$ cat config.mk
export PLATFORM = sky130hd
export DESIGN_NAME = echo_width_average_hysteresis
export DESIGN_NICKNAME = d
export VERILOG_FILES = /design/src/rtl/ewah_pkg.sv /design/src/rtl/ewah_front.sv /design/src/rtl/ewah_queue.sv /design/src/rtl/ewah_back.sv /design/src/rtl/echo_width_average_hysteresis.sv
export VERILOG_INCLUDE_DIRS = /design/src /design/src/rtl
export SDC_FILE = /design/constraint.sdc
export NUM_CORES = 1
export LEC_CHECK = 0
export ABC_AREA = 1
export BUFFER_PORTS_ARGS = -buffer_cell sky130_fd_sc_hd__buf_2
export CELL_PAD_IN_SITES_DETAIL_PLACEMENT = 1
export CELL_PAD_IN_SITES_GLOBAL_PLACEMENT = 1
export CORE_ASPECT_RATIO = 1.4
export CORE_MARGIN = 8
export CORE_UTILIZATION = 45
export DETAILED_ROUTE_END_ITERATION = 16
export PLACE_DENSITY = 0.77
export SETUP_SLACK_MARGIN = 0.5
export SLEW_MARGIN = 20
export SYNTH_ARGS = -nofsm -noshare
export SYNTH_HDL_FRONTEND = slang
export SYNTH_SLANG_ARGS = --single-unit
export TNS_END_PERCENT = 30
$ cat constraint.sdc
create_clock -name clk -period 5.7 [get_ports clk]
set_input_delay 0.57 -clock clk [delete_from_list [all_inputs] [get_ports clk]]
set_output_delay 0.57 -clock clk [all_outputs]
set_load 0.02 [all_outputs]
$ cat src/rtl/echo_width_average_hysteresis_assert.svh
// Assertion macros shared by the echo width averager RTL
`ifndef ECHO_WIDTH_AVERAGE_HYSTERESIS_ASSERT_SVH
`define ECHO_WIDTH_AVERAGE_HYSTERESIS_ASSERT_SVH

// Same-cycle implication, sampled on clk, off while in reset
`define EWAH_ASSERT_IMPLIES(lbl, ante, cons, msg) \
    lbl: assert property (@(posedge clk) disable iff (!rst_n) (ante) |-> (cons)) \
        else $error(msg);

// Next-cycle implication, sampled on clk, off while in reset
`define EWAH_ASSERT_NEXT(lbl, ante, cons, msg) \
    lbl: assert property (@(posedge clk) disable iff (!rst_n) (ante) |=> (cons)) \
        else $error(msg);

`endif

$ cat src/rtl/ewah_pkg.sv
// Shared types and constants of the echo width averager
`default_nettype none

package ewah_pkg;

    // Default sizing
    localparam int EWAH_WINDOW_LENGTH = 25;
    localparam int EWAH_COUNT_BITS    = 16;
    localparam int EWAH_QUEUE_DEPTH   = 4;

    // Field and bus widths
    localparam int LIMIT_W     = 16;
    localparam int OUT_FIELD_W = 16;
    localparam int CFG_INDEX_W = 1;
    localparam int S_TDATA_W   = 8;
    localparam int M_TDATA_W   = 40;

    // Configuration register indexes
    localparam logic [CFG_INDEX_W-1:0] CFG_NEAR_LIMIT = 1'b0;
    localparam logic [CFG_INDEX_W-1:0] CFG_FAR_LIMIT  = 1'b1;

    // Register reset values
    localparam logic [LIMIT_W-1:0] NEAR_LIMIT_RESET = 16'd1800;
    localparam logic [LIMIT_W-1:0] FAR_LIMIT_RESET  = 16'd2000;

    // Lamp codes
    typedef enum logic [1:0] {
        LAMP_NONE = 2'd0,
        LAMP_NEAR = 2'd1,
        LAMP_FAR  = 2'd2
    } lamp_t;

    // Width queue status seen by both ends
    typedef struct packed {
        logic full;
        logic empty;
    } q_status_t;

endpackage

`default_nettype wire

$ cat src/rtl/ewah_front.sv
// Front end: takes one echo sample per transfer and measures high pulses
`default_nettype none

module ewah_front #(
    parameter int COUNT_BITS = 16
) (
    input  wire logic                   clk,
    input  wire logic                   rst_n,
    input  wire logic                   sample_valid,
    output logic                        sample_ready,
    input  wire logic                   level,
    input  wire ewah_pkg::q_status_t    q_status,
    output logic                        push,
    output logic [COUNT_BITS-1:0]       push_width
);
    import ewah_pkg::*;

    localparam logic [COUNT_BITS-1:0] COUNT_MAX = {COUNT_BITS{1'b1}};

    logic                  in_pulse_reg, in_pulse_next;
    logic [COUNT_BITS-1:0] high_cnt_reg, high_cnt_next;
    logic                  accept;

    // Stall only when the queue cannot take a finished width
    assign sample_ready = !q_status.full;
    assign accept       = sample_valid && sample_ready;

    // Pulse tracking: wait for high, count highs, hand over on the fall
    always_comb
    begin
        in_pulse_next = in_pulse_reg;
        high_cnt_next = high_cnt_reg;
        push          = 1'b0;
        if (accept)
        begin
            if (!in_pulse_reg)
            begin
                if (level)
                begin
                    in_pulse_next = 1'b1;
                    high_cnt_next = COUNT_BITS'(1);
                end
            end
            else if (level)
            begin
                if (high_cnt_reg != COUNT_MAX)
                    high_cnt_next = high_cnt_reg + COUNT_BITS'(1);
            end
            else
            begin
                push          = 1'b1;
                in_pulse_next = 1'b0;
                high_cnt_next = '0;
            end
        end
    end

    assign push_width = high_cnt_reg;

    always_ff @(posedge clk or negedge rst_n)
    begin
        if (!rst_n)
        begin
            in_pulse_reg <= 1'b0;
            high_cnt_reg <= '0;
        end
        else
        begin
            in_pulse_reg <= in_pulse_next;
            high_cnt_reg <= high_cnt_next;
        end
    end

endmodule

`default_nettype wire

$ cat src/rtl/ewah_queue.sv
// Short FIFO of finished pulse widths between front and back end
`default_nettype none
`include "echo_width_average_hysteresis_assert.svh"

module ewah_queue #(
    parameter int DATA_W = 16,
    parameter int DEPTH  = 4
) (
    input  wire logic               clk,
    input  wire logic               rst_n,
    input  wire logic               push,
    input  wire logic [DATA_W-1:0]  push_data,
    input  wire logic               pop,
    output logic [DATA_W-1:0]       head_data,
    output ewah_pkg::q_status_t     status
);
    import ewah_pkg::*;

    localparam int PTR_W = (DEPTH > 1) ? $clog2(DEPTH) : 1;
    localparam int CNT_W = $clog2(DEPTH + 1);

    logic [DATA_W-1:0] mem [DEPTH];
    logic [PTR_W-1:0]  wr_ptr_reg, rd_ptr_reg;
    logic [CNT_W-1:0]  count_reg;

    assign status.full  = (count_reg == CNT_W'(DEPTH));
    assign status.empty = (count_reg == '0);
    assign head_data    = mem[rd_ptr_reg];

    // Storage
    always_ff @(posedge clk)
    begin
        if (push)
            mem[wr_ptr_reg] <= push_data;
    end

    // Pointers and fill count
    always_ff @(posedge clk or negedge rst_n)
    begin
        if (!rst_n)
        begin
            wr_ptr_reg <= '0;
            rd_ptr_reg <= '0;
            count_reg  <= '0;
        end
        else
        begin
            if (push)
                wr_ptr_reg <= (wr_ptr_reg == PTR_W'(DEPTH - 1)) ? '0
                                                                : wr_ptr_reg + PTR_W'(1);
            if (pop)
                rd_ptr_reg <= (rd_ptr_reg == PTR_W'(DEPTH - 1)) ? '0
                                                                : rd_ptr_reg + PTR_W'(1);
            if (push && !pop)
                count_reg <= count_reg + CNT_W'(1);
            else if (pop && !push)
                count_reg <= count_reg - CNT_W'(1);
        end
    end

    `EWAH_ASSERT_IMPLIES(a_no_push_full, push, !status.full, "width pushed into full queue")
    `EWAH_ASSERT_IMPLIES(a_no_pop_empty, pop, !status.empty, "width popped from empty queue")
    `EWAH_ASSERT_IMPLIES(a_count_bound, 1'b1, count_reg <= CNT_W'(DEPTH), "queue overfilled")

endmodule

`default_nettype wire

$ cat src/rtl/ewah_back.sv
// Back end: width window, running sum, average by reciprocal, lamp and result
`default_nettype none
`include "echo_width_average_hysteresis_assert.svh"

module ewah_back #(
    parameter int WINDOW_LENGTH = 25,
    parameter int COUNT_BITS    = 16
) (
    input  wire logic                           clk,
    input  wire logic                           rst_n,
    input  wire ewah_pkg::q_status_t            q_status,
    input  wire logic [COUNT_BITS-1:0]          head_width,
    output logic                                pop,
    input  wire logic [ewah_pkg::LIMIT_W-1:0]   near_limit,
    input  wire logic [ewah_pkg::LIMIT_W-1:0]   far_limit,
    output logic                                res_valid,
    input  wire logic                           res_ready,
    output logic [ewah_pkg::OUT_FIELD_W-1:0]    pulse_width,
    output logic [ewah_pkg::OUT_FIELD_W-1:0]    window_average,
    output logic [1:0]                          lamp_state,
    output logic                                window_warm
);
    import ewah_pkg::*;

    localparam int SLOT_W    = $clog2(WINDOW_LENGTH);
    localparam int SUM_W     = COUNT_BITS + $clog2(WINDOW_LENGTH);
    localparam int DIV_SHIFT = SUM_W + $clog2(WINDOW_LENGTH);
    localparam int RECIP_W   = SUM_W + 1;
    localparam logic [63:0] RECIP =
        ((64'd1 << DIV_SHIFT) + 64'(WINDOW_LENGTH) - 64'd1) / 64'(WINDOW_LENGTH);
    localparam int LO_W      = SUM_W / 2;
    localparam int HI_W      = SUM_W - LO_W;
    localparam int PLO_W     = LO_W + RECIP_W;
    localparam int PHI_W     = HI_W + RECIP_W;
    localparam int PROD_W    = SUM_W + RECIP_W;
    localparam int CMP_W     = (COUNT_BITS > OUT_FIELD_W) ? COUNT_BITS : OUT_FIELD_W;
    localparam logic [SLOT_W-1:0] LAST_SLOT = SLOT_W'(WINDOW_LENGTH - 1);

    logic adv;

    // Stage A: window read and write
    logic [COUNT_BITS-1:0]    win_mem [WINDOW_LENGTH];
    logic [WINDOW_LENGTH-1:0] win_valid_reg;
    logic [SLOT_W-1:0]        slot_reg;
    logic                     a_valid_reg, a_oldv_reg;
    logic [COUNT_BITS-1:0]    a_old_reg, a_width_reg;

    // Stage B: running sum and fill count
    logic [SUM_W-1:0]         sum_reg, sum_next;
    logic [SLOT_W-1:0]        gath_reg, gath_next;
    logic                     b_valid_reg, b_warm_reg;
    logic [COUNT_BITS-1:0]    b_width_reg, old_val;

    // Stage C: partial products
    logic                     c_valid_reg, c_warm_reg;
    logic [COUNT_BITS-1:0]    c_width_reg;
    logic [PLO_W-1:0]         c_plo_reg;
    logic [PHI_W-1:0]         c_phi_reg;

    // Stage D: average
    logic [PROD_W-1:0]        prod;
    logic                     d_valid_reg, d_warm_reg;
    logic [COUNT_BITS-1:0]    d_width_reg, d_avg_reg;

    // Result register and lamp
    lamp_t                    lamp_reg, lamp_next;
    logic                     load_out;
    logic [CMP_W-1:0]         avg_ext, width_ext;
    logic                     out_valid_reg, out_warm_reg;
    lamp_t                    out_lamp_reg;
    logic [OUT_FIELD_W-1:0]   out_width_reg, out_avg_reg;

    // Whole pipeline moves when the result register is free or being taken
    assign adv      = !out_valid_reg || res_ready;
    assign pop      = adv && !q_status.empty;
    assign load_out = adv && d_valid_reg;

    // Window memory: read oldest entry, overwrite it with the new width
    always_ff @(posedge clk)
    begin
        if (pop)
        begin
            a_old_reg         <= win_mem[slot_reg];
            win_mem[slot_reg] <= head_width;
            a_width_reg       <= head_width;
        end
    end

    always_ff @(posedge clk or negedge rst_n)
    begin
        if (!rst_n)
        begin
            slot_reg      <= '0;
            win_valid_reg <= '0;
            a_valid_reg   <= 1'b0;
            a_oldv_reg    <= 1'b0;
        end
        else if (adv)
        begin
            a_valid_reg <= pop;
            if (pop)
            begin
                a_oldv_reg              <= win_valid_reg[slot_reg];
                win_valid_reg[slot_reg] <= 1'b1;
                slot_reg <= (slot_reg == LAST_SLOT) ? '0 : slot_reg + SLOT_W'(1);
            end
        end
    end

    // Running sum update; a never-written entry counts as zero
    always_comb
    begin
        old_val   = a_oldv_reg ? a_old_reg : '0;
        sum_next  = sum_reg - SUM_W'(old_val) + SUM_W'(a_width_reg);
        gath_next = (gath_reg == LAST_SLOT) ? gath_reg : gath_reg + SLOT_W'(1);
    end

    always_ff @(posedge clk or negedge rst_n)
    begin
        if (!rst_n)
        begin
            sum_reg     <= '0;
            gath_reg    <= '0;
            b_valid_reg <= 1'b0;
        end
        else if (adv)
        begin
            b_valid_reg <= a_valid_reg;
            if (a_valid_reg)
            begin
                sum_reg  <= sum_next;
                gath_reg <= gath_next;
            end
        end
    end

    always_ff @(posedge clk)
    begin
        if (adv && a_valid_reg)
        begin
            b_width_reg <= a_width_reg;
            b_warm_reg  <= (gath_next == LAST_SLOT);
        end
    end

    // Divide by window length: sum times reciprocal, split in two halves
    always_ff @(posedge clk or negedge rst_n)
    begin
        if (!rst_n)
            c_valid_reg <= 1'b0;
        else if (adv)
            c_valid_reg <= b_valid_reg;
    end

    always_ff @(posedge clk)
    begin
        if (adv && b_valid_reg)
        begin
            c_plo_reg   <= PLO_W'(sum_reg[LO_W-1:0]) * PLO_W'(RECIP_W'(RECIP));
            c_phi_reg   <= PHI_W'(sum_reg[SUM_W-1:LO_W]) * PHI_W'(RECIP_W'(RECIP));
            c_width_reg <= b_width_reg;
            c_warm_reg  <= b_warm_reg;
        end
    end

    // Combine partial products and keep the quotient bits
    assign prod = PROD_W'(c_plo_reg) + (PROD_W'(c_phi_reg) << LO_W);

    always_ff @(posedge clk or negedge rst_n)
    begin
        if (!rst_n)
            d_valid_reg <= 1'b0;
        else if (adv)
            d_valid_reg <= c_valid_reg;
    end

    always_ff @(posedge clk)
    begin
        if (adv && c_valid_reg)
        begin
            d_avg_reg   <= prod[DIV_SHIFT +: COUNT_BITS];
            d_width_reg <= c_width_reg;
            d_warm_reg  <= c_warm_reg;
        end
    end

    // Hysteresis lamp; near test wins when the limits cross
    always_comb
    begin
        avg_ext   = CMP_W'(d_avg_reg);
        width_ext = CMP_W'(d_width_reg);
        lamp_next = lamp_reg;
        if (d_warm_reg)
        begin
            priority if (avg_ext < CMP_W'(near_limit))
                lamp_next = LAMP_NEAR;
            else if (avg_ext > CMP_W'(far_limit))
                lamp_next = LAMP_FAR;
        end
    end

    always_ff @(posedge clk or negedge rst_n)
    begin
        if (!rst_n)
        begin
            lamp_reg      <= LAMP_NONE;
            out_valid_reg <= 1'b0;
        end
        else if (adv)
        begin
            out_valid_reg <= d_valid_reg;
            if (d_valid_reg)
                lamp_reg <= lamp_next;
        end
    end

    // Result fields, clamped to 16 bits for wide counters
    always_ff @(posedge clk)
    begin
        if (load_out)
        begin
            out_width_reg <= (width_ext > CMP_W'(16'hFFFF)) ? 16'hFFFF
                                                           : width_ext[OUT_FIELD_W-1:0];
            out_avg_reg   <= (avg_ext > CMP_W'(16'hFFFF)) ? 16'hFFFF
                                                         : avg_ext[OUT_FIELD_W-1:0];
            out_lamp_reg  <= lamp_next;
            out_warm_reg  <= d_warm_reg;
        end
    end

    assign res_valid      = out_valid_reg;
    assign pulse_width    = out_width_reg;
    assign window_average = out_avg_reg;
    assign lamp_state     = out_lamp_reg;
    assign window_warm    = out_warm_reg;

    `EWAH_ASSERT_IMPLIES(a_gath_bound, 1'b1, gath_reg <= LAST_SLOT, "fill count past window")
    `EWAH_ASSERT_NEXT(a_lamp_sticky, lamp_reg != LAMP_NONE, lamp_reg != LAMP_NONE, "lamp cleared")
    `EWAH_ASSERT_NEXT(a_lamp_hold, !(load_out && d_warm_reg), $stable(lamp_reg), "lamp moved cold")

endmodule

`default_nettype wire

$ cat src/rtl/echo_width_average_hysteresis.sv
// Top level of the echo pulse width averager with hysteresis lamp
//
//  Channel   Direction  Handshake            Contents
//  s_*       in         s_tvalid / s_tready  one echo pin sample per transfer
//  m_*       out        m_tvalid / m_tready  one result per finished high pulse
//  cfg_*     in         cfg_wen              near_limit (0), far_limit (1)
//
//  Accepts one sample every cycle unless the queue is full; stages A-D and
//  the result register retire one width per cycle unless m_* stalls.
//  s_tready drops only when the 4-entry width queue is full, i.e. when m_*
//  has been stalled long enough to back up the window/divide pipeline.
//  Reset is immediate: window entries carry valid bits, so no clearing pass.
`default_nettype none

module echo_width_average_hysteresis #(
    parameter int WINDOW_LENGTH = ewah_pkg::EWAH_WINDOW_LENGTH,
    parameter int COUNT_BITS    = ewah_pkg::EWAH_COUNT_BITS
) (
    input  wire logic                               clk,
    input  wire logic                               rst_n,
    // [0] echo_level, [7:1] zero
    input  wire logic [ewah_pkg::S_TDATA_W-1:0]     s_tdata,
    input  wire logic                               s_tvalid,
    output logic                                    s_tready,
    // [15:0] pulse_width, [31:16] window_average, [33:32] lamp_state,
    // [34] window_warm, [39:35] zero
    output logic [ewah_pkg::M_TDATA_W-1:0]          m_tdata,
    output logic                                    m_tvalid,
    input  wire logic                               m_tready,
    input  wire logic                               cfg_wen,
    input  wire logic [ewah_pkg::CFG_INDEX_W-1:0]   cfg_index,
    input  wire logic [ewah_pkg::LIMIT_W-1:0]       cfg_data
);
    import ewah_pkg::*;

    logic [LIMIT_W-1:0]     near_limit_reg, far_limit_reg;
    q_status_t              q_status;
    logic                   push, pop;
    logic [COUNT_BITS-1:0]  push_width, head_width;
    logic [OUT_FIELD_W-1:0] pulse_width, window_average;
    logic [1:0]             lamp_state;
    logic                   window_warm;

    // Configuration registers
    always_ff @(posedge clk or negedge rst_n)
    begin
        if (!rst_n)
        begin
            near_limit_reg <= NEAR_LIMIT_RESET;
            far_limit_reg  <= FAR_LIMIT_RESET;
        end
        else if (cfg_wen)
        begin
            unique case (cfg_index)
                CFG_NEAR_LIMIT: near_limit_reg <= cfg_data;
                CFG_FAR_LIMIT:  far_limit_reg  <= cfg_data;
                default:        near_limit_reg <= near_limit_reg;
            endcase
        end
    end

    ewah_front #(
        .COUNT_BITS (COUNT_BITS)
    ) u_front (
        .clk          (clk),
        .rst_n        (rst_n),
        .sample_valid (s_tvalid),
        .sample_ready (s_tready),
        .level        (s_tdata[0]),
        .q_status     (q_status),
        .push         (push),
        .push_width   (push_width)
    );

    ewah_queue #(
        .DATA_W (COUNT_BITS),
        .DEPTH  (EWAH_QUEUE_DEPTH)
    ) u_queue (
        .clk       (clk),
        .rst_n     (rst_n),
        .push      (push),
        .push_data (push_width),
        .pop       (pop),
        .head_data (head_width),
        .status    (q_status)
    );

    ewah_back #(
        .WINDOW_LENGTH (WINDOW_LENGTH),
        .COUNT_BITS    (COUNT_BITS)
    ) u_back (
        .clk            (clk),
        .rst_n          (rst_n),
        .q_status       (q_status),
        .head_width     (head_width),
        .pop            (pop),
        .near_limit     (near_limit_reg),
        .far_limit      (far_limit_reg),
        .res_valid      (m_tvalid),
        .res_ready      (m_tready),
        .pulse_width    (pulse_width),
        .window_average (window_average),
        .lamp_state     (lamp_state),
        .window_warm    (window_warm)
    );

    // Result packing
    assign m_tdata = {5'b0, window_warm, lamp_state, window_average, pulse_width};

endmodule

`default_nettype wire

==> Yosys cells after proc, flatten, opt, wreduce, memory -nomap -nowiden <==
Memories as Yosys holds them, arrays and structs flattened. A register that Yosys moved wholly into a read port is not among the register bits.
Cells that the tools add are included.
{ "totals": {"ram_bits": 464, "n_memories": 2, "word_cells": 112, "reg_bits": 302} }
{ "op_classes": {"n_reduce_logical": 24, "n_eq_ne": 8, "n_mux": 26, "bitwise": 2, "order_cmp": 6, "n_mul": 2, "n_addsub": 10} }
{ "mem_list": {"columns": ["memory", "words", "width", "rd", "rd_clocked_by_memory_dff", "wr", "line_no", "rtl"], "rows": [
  ["u_back.win_mem", 25, 16, 1, 1, 1, "ewah_back.sv:42", "logic [COUNT_BITS-1:0] win_mem [WINDOW_LENGTH];"],
  ["u_queue.mem", 4, 16, 1, 0, 1, "ewah_queue.sv:22", "logic [DATA_W-1:0] mem [DEPTH];"]
]} }
{ "op_table": {"columns": ["op", "count"], "rows": [
  ["$mux 16", 5],
  ["$add 32x42->42", 1],
  ["$gt 16x16->1 const B", 2],
  ["$mul 10x22->32 const B", 1],
  ["$mul 11x22->32 const B", 1],
  ["$or 25x25->25", 1],
  ["$add 21x16->21", 1],
  ["$sub 21x16->21", 1],
  ["$add 16x1->16 const B", 1],
  ["$gt 16x16->1", 1],
  ["$lt 16x16->1", 1],
  ["$ne 16x16->1 const B", 1],
  ["$eq 5x5->1 const B", 3],
  ["$add 5x1->5 const B", 2],
  ["$mux 1", 10],
  ["$mux 2", 5],
  ["$mux 5", 2],
  ["$reduce_and 2->1", 5],
  ["$logic_and 1x1->1", 9],
  ["$lt 5x6->1 const B", 1],
  ["$mux 3", 2],
  ["$bmux 1 s5", 1],
  ["$demux 1 s5", 1],
  ["$ge 5x1->1 const B", 1],
  ["12 further kinds", 19]
]} }

==> Longest topological paths before layout <==
{ "logic_depth": {"word_depth": 8, "mapped_depth": 22, "mapped_depth_nobuf": 22} }

==> Cells and area by module <==
A second synthesis with hierarchy kept.
{ "hier_totals": {"cells_unflattened": 3903, "hier_area_um2": 41561.1} }
{ "modules_own_cells": {"columns": ["mod", "n_inst", "area_per_inst_um2", "cells_per_inst", "seq_area_each_um2"], "rows": [
  ["ewah_back", 1, 36050.8, 3355, 19258.5],
  ["ewah_queue", 1, 2987.9, 239, 2097.0],
  ["echo_width_average_hysteresis", 1, 1381.3, 147, 813.3],
  ["ewah_front", 1, 1141.1, 162, 425.4]
]} }

==> Worst setup path before layout <==
Ideal clock, no wire load.
{ "synth_path": {"path_kind": "reg2reg", "startpoint": "register u_back.sum_reg[7]", "endpoint": "register u_back.c_plo_reg[28], data pin", "path_stages_with_launch": 16, "setup_time_ns": 0.260, "n_path_buf": 0, "setup_slack_ns": 1.142, "period_less_slack_ns": 4.558, "t_arrival_ns": 4.298, "path_cell_list": "dfrtp_1 > fa_1 > inv_1 > fa_1 > fa_1 > fa_1 > fa_1 > inv_1 > ha_1 > nand2_1 > inv_1 > a21oi_1 > nor2_1 > o21bai_1 > nand3_1 > xor2_1"} }
{ "synth_between": {"elab_chain_cells": 1} }
{ "synth_lines": {"columns": ["element", "line_no", "rtl"], "rows": [
  ["start: declaration", "ewah_back.sv:49", "logic [SUM_W-1:0] sum_reg, sum_next;"],
  ["start signal: assignment", "ewah_back.sv:131", "sum_reg <= sum_next;"],
  ["$mul 10x22->32", "ewah_back.sv:159", "c_plo_reg <= PLO_W'(sum_reg[LO_W-1:0]) * PLO_W'(RECIP_W'(RECIP));"],
  ["end signal: assignment", "ewah_back.sv:159", null],
  ["end: declaration", "ewah_back.sv:57", "logic [PLO_W-1:0] c_plo_reg;"]
]} }
No other way between the ends.
A chain may end at the register's enable or synchronous reset.

==> Worst setup path in the final report <==
{ "layout_path": {"startpoint": "register u_back.sum_reg[8]", "endpoint": "register u_back.c_plo_reg[31], data pin"} }
The elaborated chain is that of the path after synthesis.

==> run summary <==
Status = finished, final reports clean
Synthesis-to-finish area growth = 11.69%
WL final = 113.5 mm
Synthesized cell area = 40890 um^2
WL per Instance = 21.96 um
Post-synth EDFFs = 652
Clock sink count = 772
Starting density of the core = 45.11%
Final-stage net count = 4353
Row Count = 131
Critical Path End = u_back.c_plo_reg[31]
I/O Pins = 72
Global-route wire length before repair = 175.5 mm
Global route overflow = 0
Total CTS buffers = 78
Crit path depth = 14
Clock Path Buffers = 3
CP max stage cell = fa_1
Antenna-violating nets left = 0
Final period utilization = 87.75%
Number of flip-flops in the largest register = 400
HP Class = input pin to flip-flop
Syn Inst Count = 3816
CP max FO = 8
Slew @ Worst Pin = 1.175 ns
Reg2reg start = u_back.sum_reg[8]
1st-pass router iterations = 5
Share of cells above drive strength 1 = 8.285%
Post-synthesis sequential area ratio = 55.26%
Crit path buf inv count = 2
DRC viols = 0
Worst path top cell family by delay = adder cells
CTS H-tree depth = 3
Final hold viol count = 0
Worst clock skew = 0.04743 ns
Fillers = 9773
Largest net degree at the start of global routing = 105
Post-DP HPWL = 80.49 mm
Commonest non-fill, non-tap cells in the layout = edfxtp_1, nand2_1, inv_1
Worst R2R Setup Slack = 0.70 ns
Top cell type's share of synthesized area = 47.88%
Syn. warnings = 0
Reg2reg path depth = 14
Clock transition at path regs = 0.06 ns
R2R Path End = u_back.c_plo_reg[31]
Total of max-cap violations = 0
RSZ-0062 raised after global routing = yes
CTS tree = built
Die Wd = 270.8 um
Most common cell after layout, fill and taps aside = edfxtp_1
TNS Setup = 0 ns
Max Slew Vio Count = 0
Worst EP arrival = 5.45 ns
Rel. slew slack = 21.36%
Worst Setup SP = u_back.sum_reg[8]
Synthesized flop and latch total = 772
IO Port Bufs = 59
Avg Vias per Cell = 5.492
Core Region = 90640 um^2
CP max stage delay = 0.67 ns
Crit path cell chain = fa_1 > inv_1 > fa_1 > fa_1 > fa_1 > fa_1 > inv_1 > ha_1 > a21o_1 > a21boi_0 > o21bai_1 > a21oi_1 > a21o_1 > nand2_1
Initial DRC count = 1719
Ant. Diodes = 0
Worst Setup End Kind = flip-flop
Hold WS = 0.1244 ns
Critical Path Start Type = flip-flop
DIE AREA = 100900 um^2
Crit-path most repeated cell = fa_1
Synth Flop Type = edfxtp_1
CP Data Required Time = 6.15 ns
Area contributors post-synth = edfxtp_1, ha_1, dfrtp_1, fa_1, nand2_1
Tot GR Track Use = 22.30%
Final Critical Period = 5.002 ns
Final GP Congestion = 0.8874
Setup CP Type = flip-flop to flip-flop
CTS root buf = clkbuf_16
Count of cell types in the netlist = 54
Total number of vias = 28385
Vias in the first global route = 31290
Setup Fix Bufs, Post-CTS = 0
Fraction of registers with async set/reset = 15.54%
Avg Cell Area, Syn = 10.72 um^2
Post-synth top area cell = edfxtp_1
Clk Latency, worst-skew pair = 0.71 ns
Fmax = 199.9 MHz
Final Setup Violations = 0
Die Y = 372.7 um
Initial antenna violation count = 1
## tightest hold or removal path, cell delays in order
cell and delay [ns]:
buf_2 0.10, inv_1 0.05, o21ai_0 0.08
## Yosys cell counts, types with 20 or more instances
library cell,count
a21oi_1,143
buf_2,24
clkbuf_1,73
dfrtp_1,110
edfxtp_1,652
fa_1,137
ha_1,279
inv_1,509
nand2_1,536
nand3_1,124
nand4_1,24
nor2_1,415
nor3_1,42
o21ai_0,388
o22ai_1,113
xnor2_1,20
xor2_1,49
## stage by stage
| step | utilization [%] | worst slack (ns) | std cells | cell area [um^2] |
|---|---|---|---|---|
| CTS | 50.37 | 0.6643 | 5168 | 45660 |
| global route | 50.39 | 0.4531 | 5168 | 45670 |
| detailed placement | 47.25 | 0.6618 | 5023 | 42830 |
| global placement | 47.25 | 0.7102 | 5023 | 42830 |
| finish | 50.39 | 0.6984 | 5168 | 45670 |
| floorplan | - | 1.142 | 3820 | 40900 |
## area by class of cell
cell class	count	area (um^2)	area share (%)
clock buffer	98	2118	4.638
clock inverter	46	698.2	1.529
inverter	518	1954	4.279
multi-input combinational	2416	16030	35.11
sequential	772	22600	49.48
tap	1197	1498	3.279
timing repair buffer	121	769.5	1.685
## what timing repair did
action,in CTS,in global routing
endpoints found under the setup margin,0,9
resized for setup,0,1
hold buffers,1,0
hold endpoints to repair,65,0
## routing by layer
metal / wire [um] / global-route usage (%) / up-vias
li1: - / - / 13192
met1: 41030 / 22.76 / 14294
met2: 61870 / 42.90 / 611
met3: 3473 / 2.618 / 288
met4: 7112 / 13.30 / 0
met5: 0 / 0 / -
## kinds of logic after synthesis
| kind of cell | after synthesis | share of synthesized area [%] |
|---|---|---|
| xor gates and xnor gates | 69 | 1.478 |
| and+or+nand+nor | 1197 | 12.15 |
| buffers and inverters | 632 | 6.037 |
| AOI/OAI and AO/OA | 729 | 9.823 |
| other | 1 | 0.009171 |
| DFF | 772 | 55.26 |
| adders and majority gates | 416 | 15.24 |
## how the worst min path moves through the flow
stage | start | slack (ns) | endpoint | cells past startpoint
floorplan | rst_n | 0.27 | far_limit_reg[0] | 0
global placement | u_back.b_width_reg[6] | 0.40 | u_back.c_width_reg[6] | 0
detailed placement | u_back.b_width_reg[13] | 0.41 | u_back.c_width_reg[13] | 0
CTS | cfg_data[8] | 0.09 | far_limit_reg[8] | 3
global route | cfg_data[10] | 0.13 | far_limit_reg[10] | 3
finish | cfg_data[8] | 0.12 | far_limit_reg[8] | 3
Power is left out: the tool's default activity adds up to more than one toggle a clock period on the data nets, which glitch-free logic cannot reach.
